**src/hw/rtl/dmcr_pkg.sv**
```systemverilog
// Shared types, codes, font tables and helper functions for the digit matrix column renderer.
package dmcr_pkg;

  localparam int unsigned MATRIX_COUNT_DEF = 4;
  localparam int unsigned CELL_COUNT       = 6;

  localparam logic [1:0] CMD_WRITE  = 2'd0;
  localparam logic [1:0] CMD_BLANK  = 2'd1;
  localparam logic [1:0] CMD_REDRAW = 2'd2;

  localparam logic [3:0] CELL_BLANK      = 4'd15;
  localparam logic [3:0] CELL_DIGIT_LIM  = 4'd10;
  localparam logic [2:0] LAST_POS        = 3'd5;
  localparam logic [2:0] LAST_WIDE_POS   = 3'd3;
  localparam logic [2:0] WIDE_LAST_COL   = 3'd4;
  localparam logic [2:0] NARROW_LAST_COL = 3'd2;

  // floor(x/10) = (x * DIV10_RECIP) >> 23, exact for 20-bit x
  localparam logic [19:0] DIV10_RECIP = 20'd838861;

  localparam logic [7:0] WIDE_FONT [50] = '{
    8'h7E, 8'hFF, 8'h81, 8'hFF, 8'h7E,
    8'h00, 8'h04, 8'hFE, 8'hFF, 8'h00,
    8'hC2, 8'hE1, 8'hB1, 8'h9F, 8'h8E,
    8'h49, 8'h8D, 8'h8F, 8'hFB, 8'h71,
    8'h38, 8'h24, 8'hFE, 8'hFF, 8'h20,
    8'h4F, 8'h8F, 8'h89, 8'hF9, 8'h71,
    8'h7E, 8'hFF, 8'h89, 8'hF9, 8'h70,
    8'h01, 8'hF1, 8'hF9, 8'h0F, 8'h07,
    8'h76, 8'hFF, 8'h89, 8'hFF, 8'h76,
    8'h0E, 8'h9F, 8'h91, 8'hFF, 8'h7E
  };

  localparam logic [7:0] NARROW_FONT [30] = '{
    8'hF8, 8'h88, 8'hF8,
    8'h10, 8'hF8, 8'h00,
    8'hE8, 8'hA8, 8'hB8,
    8'h88, 8'hA8, 8'hF8,
    8'h70, 8'h40, 8'hF8,
    8'hB8, 8'hA8, 8'hE8,
    8'hF8, 8'hA8, 8'hE8,
    8'h08, 8'h08, 8'hF8,
    8'hF8, 8'hA8, 8'hF8,
    8'hB8, 8'hA8, 8'hF8
  };

  typedef enum logic [2:0] {
    ST_IDLE,
    ST_DECODE,
    ST_DIGITS,
    ST_SETUP,
    ST_RENDER
  } state_t;

  typedef struct packed {
    logic load;
    logic digit_step;
    logic blank;
    logic render_init;
    logic render_step;
  } ctrl_cmd_t;

  typedef struct packed {
    logic range_ok;
    logic cmd_write;
    logic cmd_blank;
    logic digit_last;
    logic render_none;
    logic render_final;
    logic out_free;
  } dp_status_t;

  function automatic logic [4:0] pos_start(input logic [2:0] pos);
    logic [4:0] col;
    case (pos)
      3'd0:    col = 5'd0;
      3'd1:    col = 5'd6;
      3'd2:    col = 5'd13;
      3'd3:    col = 5'd19;
      3'd4:    col = 5'd25;
      default: col = 5'd29;
    endcase
    return col;
  endfunction

  function automatic logic [7:0] font_bits(input logic [3:0] cell_code, input logic narrow,
                                           input logic [2:0] col);
    logic [5:0] idx;
    logic [7:0] bits;
    bits = 8'd0;
    idx  = 6'd0;
    if (cell_code < CELL_DIGIT_LIM) begin
      if (narrow) begin
        idx  = 6'(cell_code) * 6'd3 + 6'(col);
        bits = NARROW_FONT[idx[4:0]];
      end else begin
        idx  = 6'(cell_code) * 6'd5 + 6'(col);
        bits = WIDE_FONT[idx];
      end
    end
    return bits;
  endfunction

endpackage

```
**src/hw/rtl/dmcr_ctrl.sv**
```systemverilog
// Command sequencer: decodes a word, steps digit extraction, then steps column rendering.
module dmcr_ctrl (
  input  logic                  clk,
  input  logic                  rst_n,
  input  logic                  in_tvalid,
  output logic                  in_tready,
  input  dmcr_pkg::dp_status_t  status,
  output dmcr_pkg::ctrl_cmd_t   cmd
);

  dmcr_pkg::state_t state_r;
  dmcr_pkg::state_t state_nxt;

  always_ff @(posedge clk) begin
    if (!rst_n) begin
      state_r <= dmcr_pkg::ST_IDLE;
    end else begin
      state_r <= state_nxt;
    end
  end

  always_comb begin
    state_nxt = state_r;
    unique case (state_r)
      dmcr_pkg::ST_IDLE: begin
        if (in_tvalid) state_nxt = dmcr_pkg::ST_DECODE;
      end
      dmcr_pkg::ST_DECODE: begin
        if (!status.range_ok) state_nxt = dmcr_pkg::ST_IDLE;
        else if (status.cmd_write) state_nxt = dmcr_pkg::ST_DIGITS;
        else state_nxt = dmcr_pkg::ST_SETUP;
      end
      dmcr_pkg::ST_DIGITS: begin
        if (status.digit_last) state_nxt = dmcr_pkg::ST_SETUP;
      end
      dmcr_pkg::ST_SETUP: begin
        if (status.render_none) state_nxt = dmcr_pkg::ST_IDLE;
        else state_nxt = dmcr_pkg::ST_RENDER;
      end
      dmcr_pkg::ST_RENDER: begin
        if (status.out_free && status.render_final) state_nxt = dmcr_pkg::ST_IDLE;
      end
      default: state_nxt = dmcr_pkg::ST_IDLE;
    endcase
  end

  always_comb begin
    cmd       = '0;
    in_tready = 1'b0;
    unique case (state_r)
      dmcr_pkg::ST_IDLE: begin
        in_tready = 1'b1;
        cmd.load  = in_tvalid;
      end
      dmcr_pkg::ST_DECODE: begin
        cmd.blank = status.range_ok && status.cmd_blank;
      end
      dmcr_pkg::ST_DIGITS: begin
        cmd.digit_step = 1'b1;
      end
      dmcr_pkg::ST_SETUP: begin
        cmd.render_init = 1'b1;
      end
      dmcr_pkg::ST_RENDER: begin
        cmd.render_step = status.out_free;
      end
      default: cmd = '0;
    endcase
  end

endmodule

```
**config.mk**
```make
export PLATFORM = sky130hd
export DESIGN_NAME = dmcr_ctrl
export DESIGN_NICKNAME = d
export VERILOG_FILES = /design/src/hw/rtl/dmcr_pkg.sv /design/src/hw/rtl/dmcr_ctrl.sv
export SDC_FILE = /design/constraint.sdc
export NUM_CORES = 1
export LEC_CHECK = 0
export BUFFER_PORTS_ARGS = -buffer_cell sky130_fd_sc_hd__buf_2
export CAP_MARGIN = 5
export CORE_AREA = 2 2 39 41
export CTS_BUF_LIST = sky130_fd_sc_hd__clkbuf_16
export DETAILED_ROUTE_END_ITERATION = 6
export DIE_AREA = 0 0 41 43
export PLACE_DENSITY = 0.41
export SYNTH_ARGS = -nofsm -noshare
export SYNTH_HDL_FRONTEND = slang
export SYNTH_SLANG_ARGS = --single-unit
```
**constraint.sdc**
```tcl
create_clock -name clk -period 0.8 [get_ports clk]
set_input_delay 0.12 -clock clk [delete_from_list [all_inputs] [get_ports clk]]
set_output_delay 0.12 -clock clk [all_outputs]
set_load 0.01 [all_outputs]
```
* After elaboration in Yosys (flattened, before gate mapping)
Cells that the tools add are included.
** Storage, ports and cells
- Input port bits :: 10
- Flip-flop bits (word level) :: 3
- Output and inout port bits :: 6
** Cells by class
- Reduce and logical (&&, ||, !) cells :: 4
- Multiplexer cells :: 13
- Equal/unequal tests :: 7
** Operator list (number)
- $pmux 3 s5 :: 1
- $mux 3 :: 4
- $mux 1 :: 7
- $eq 3x2->1 const B :: 2
- $ne 2x2->1 const B :: 3
- $eq 3x1->1 const B :: 1
- $eq 3x3->1 const B :: 1
- $logic_not 3->1 :: 1
- $reduce_and 3->1 :: 1
- $logic_and 1x1->1 :: 2
- $mux 2 :: 1

* Logic depth before layout (Yosys ltp)
- Depth in word-level cells :: 3
- Gate-level depth with buffers :: 3
- Mapped depth without buffers :: 3

* Worst setup path after synthesis
OpenSTA, ideal clock, no wires.
- Path kind :: register -> output
- From :: register state_r[1]
- To :: output cmd[4] (netlist name)
- Required time :: 0.680 ns
- Setup slack :: -0.236 ns
- Stages on the path, launching flop included :: 3
- Arrival time :: 0.916 ns
- Cell sequence :: dfxtp_1 nor3_1 and2_1
** RTL lines
- from (decl) :: line dmcr_ctrl.sv:11 : dmcr_pkg::state_t state_r;
- from (signal assigned) :: line dmcr_ctrl.sv:16 : state_r <= dmcr_pkg::ST_IDLE;
- from (signal assigned) :: line dmcr_ctrl.sv:18 : state_r <= state_nxt;
- to (decl) :: line dmcr_ctrl.sv:8 : output dmcr_pkg::ctrl_cmd_t cmd

==> flow_metrics.tcl <==
set metrics [dict create \
    grtUsageTotal 0.0864 \
    switching_share 0.192 \
    min_period_ns 1.19 \
    power.total_w 0.00111 \
    cts.path.max_buffers 2 \
    worstMarginPinSlew_ns 0.177 \
    fin_worst_skew_ns 0.00102 \
    combPwrFrac 0.143 \
    tns_ns -2.25 \
    fin_crit_sh 1.49 \
    yosys_warnings 0 \
    drive_above_1_share 0.729 \
    clockPowerShare 0.700 \
    die_h_um 43 \
    cts_tree "done" \
    start_util 0.133 \
    syn-mean-instance-area_um2 8.00 \
    cp_cell_sequence "nand3b_1 -> nor3b_2 -> buf_2" \
    critPathTopFamily "simple AND/OR/NAND/NOR gates" \
    synthesis.nets 33 \
    register_area_um2 71.3 \
    gp_congestion 0.591 \
    design_area_um2 459 \
    p_int_w 0.000897 \
    final_hold_viol_count 0 \
    dpl_cell_area_um2 340 \
    max-vdd-ir-drop_v 0.00102 \
    hold_depth 3 \
    ys_types 14 \
    syn-instance-count 23 \
    wl_per_cell_um 9.77 \
    synth_top_area_share 0.327 \
    yosysMostFrequentCell "nand2_1" \
    crit_path_max_fanout 5 \
    grt_max_degree 8 \
    cp_slowest_stage_delay_ns 0.35 \
    crit_buf_inv 1 \
    synth-edff-count 0 \
    cellPowerDensity_mw_per_mm2 2420 \
    wirelength_um 625 \
    antenna_found_initial 0 \
    root_buffer "clkbuf_16" \
    r2r_cells 4 \
    cts_buffers 3 \
    setup-violations-final 9 \
    reg.largest.list "state_r x3" \
    clock-sinks 3 \
    hpwl_um 451 \
    cts.clk_slew.worst_paths_ns 0.03 \
    synth_common_cells "nand2_1 (4), dfxtp_1 (3), nand3b_1 (3), a21oi_1 (2), nor3b_1 (2)" \
    core_area_mm2 0.00138 \
    gr-total-overflow 0 \
    slew_violations 0 \
    nFillCells 150 \
    rsz0062_at_grt "yes" \
    holdWs_ns 0.137 \
    die_width_um 41 \
    placementRows 14 \
    ant_nets 0 \
    synth_area_leaders "dfxtp_1 (33%), nand3b_1 (12%), a221oi_2 (8.2%)" \
    largest_register "state_r" \
    worstPathArrival_ns 1.07 \
    async_flop_share 0 \
    area_delta_synth_final_pct 150 \
    synth_area_leader_cell "dfxtp_1" \
    post-route-util 0.332 \
    cp-start-kind "register" \
    io_buffers 15 \
    drt_iter0_drc 7 \
    grt_pass1_wl_um 986 \
    slew_headroom 0.882 \
    synth_ff_type "dfxtp_1" \
    cts_max_level 1 \
    required_ns 0.68 \
    crit_cells 3 \
    setup_slack_ns -0.392 \
    clock.fmax_ghz 0.839 \
    synth_seq_cells 3 \
    outcome "finished, violations left" \
    pin_count 16 \
    maxCapViolations 0 \
    viasPerCell 4.03 \
    crit_path_end_kind "primary output" \
    largest_reg_flops 3 \
    multiInputGateArea_um2 149 \
    dieArea_mm2 0.00176 \
    dr.pass1.iters 4 \
    cp_slowest_cell "dfxtp_4" \
    hold_class "in2reg" \
    power_frac_seq 0.158 \
    failed_checks "setup timing" \
    power.leakage_nw 0.227 \
    grt_pass1_vias 261 \
    route.detailed.drc 0 \
    nets 59 \
    antennaDiodeCount 0 \
    synth_area_um2 184 \
    clock_latency_ns 0.22 \
    p_switching_w 0.000213 \
    yosysSeqAreaShare 0.327 \
    crit_type "reg2out" \
    num_vias 258 \
]
power groups by stage:
stage	clock, W	sequential, W	combinational [W]
3_5_place_dp	0	0.000179	0.000141
6_report	0.000776	0.000175	0.000158
2_1_floorplan	0	0.000178	0.0000699
5_1_grt	0.000808	0.000177	0.000175
3_3_place_gp	0	0.000180	0.000142
4_1_cts	0.000791	0.000175	0.000159
final timing paths:
kind / endpoint / slack [ns] / startpoint
setup / recovery: cmd[2] / -0.39 / state_r[1]
hold / removal: state_r[2] / 0.14 / status[2]
setup reg to reg: state_r[2] / -0.12 / state_r[1]
hold reg to reg: state_r[0] / 0.57 / state_r[0]
through the flow:
step / cells / setup slack (ns)
final: 64 / -0.392
after global routing: 64 / -0.476
after CTS: 64 / -0.405
after detailed placement: 58 / -0.177
after global placement: 58 / -0.142
after floorplan: 23 / -0.0787
cell type report:
type                    count  area share
clock inverters             1     0.00817
multi-input cells          19       0.324
well taps                  16      0.0436
inverters                   1     0.00817
repair buffers             21       0.297
flip-flops and latches      3       0.155
clock buffers               3       0.163
cells by family (layout without fill, tap and decap cells):
family / count (synthesis) / count (layout) / synth area share
compound gates: 3 / 3 / 0.136
flops: 3 / 3 / 0.327
simple gates: 16 / 16 / 0.517
buf+inv: 1 / 26 / 0.0204
repair_timing:
action | 4_1_cts | 5_1_grt
hold buffers | 0 | 0
pin swaps | 5 | 2
endpoints found under the hold margin | 0 | 0
setup buffers | 3 | 0
gates resized for setup | 6 | 0
setup endpoints to repair | 9 | 9
placed cells by master, fill, tap and decap left out:
cell type  synthesis  layout
nand2b_1           1       1
a21oi_1            2       1
clkbuf_16          0       3
and3b_2            0       1
nor3b_2            0       2
buf_2              0      13
and3_1             1       1
nand3b_1           3       3
nor3_4             0       1
inv_1              0       1
dfxtp_4            0       3
a221oi_2           1       1
a21oi_2            0       1
inv_2              1       1
and2_4             0       1
nand2_1            4       4
buf_4              0       5
nand4_1            1       1
buf_6              0       3
nor2_1             1       1
worst min-delay path: cells and delay by family:
family / cells / cell delay, ns
buf+inv: 1 / 0.07
simple gates: 2 / 0.13
per-layer routing:
layer / global-route usage / up-vias / share of wire / wire length, µm
met3: 0.0314 / 0 / 0.12 / 76
met2: 0.109 / 18 / 0.39 / 243
met5: 0 / - / 0 / 0
met1: 0.106 / 107 / 0.49 / 305
li1: - / 133 / - / -
met4: 0.0800 / 0 / 0 / 0
Power figures use the tool's default switching activity.
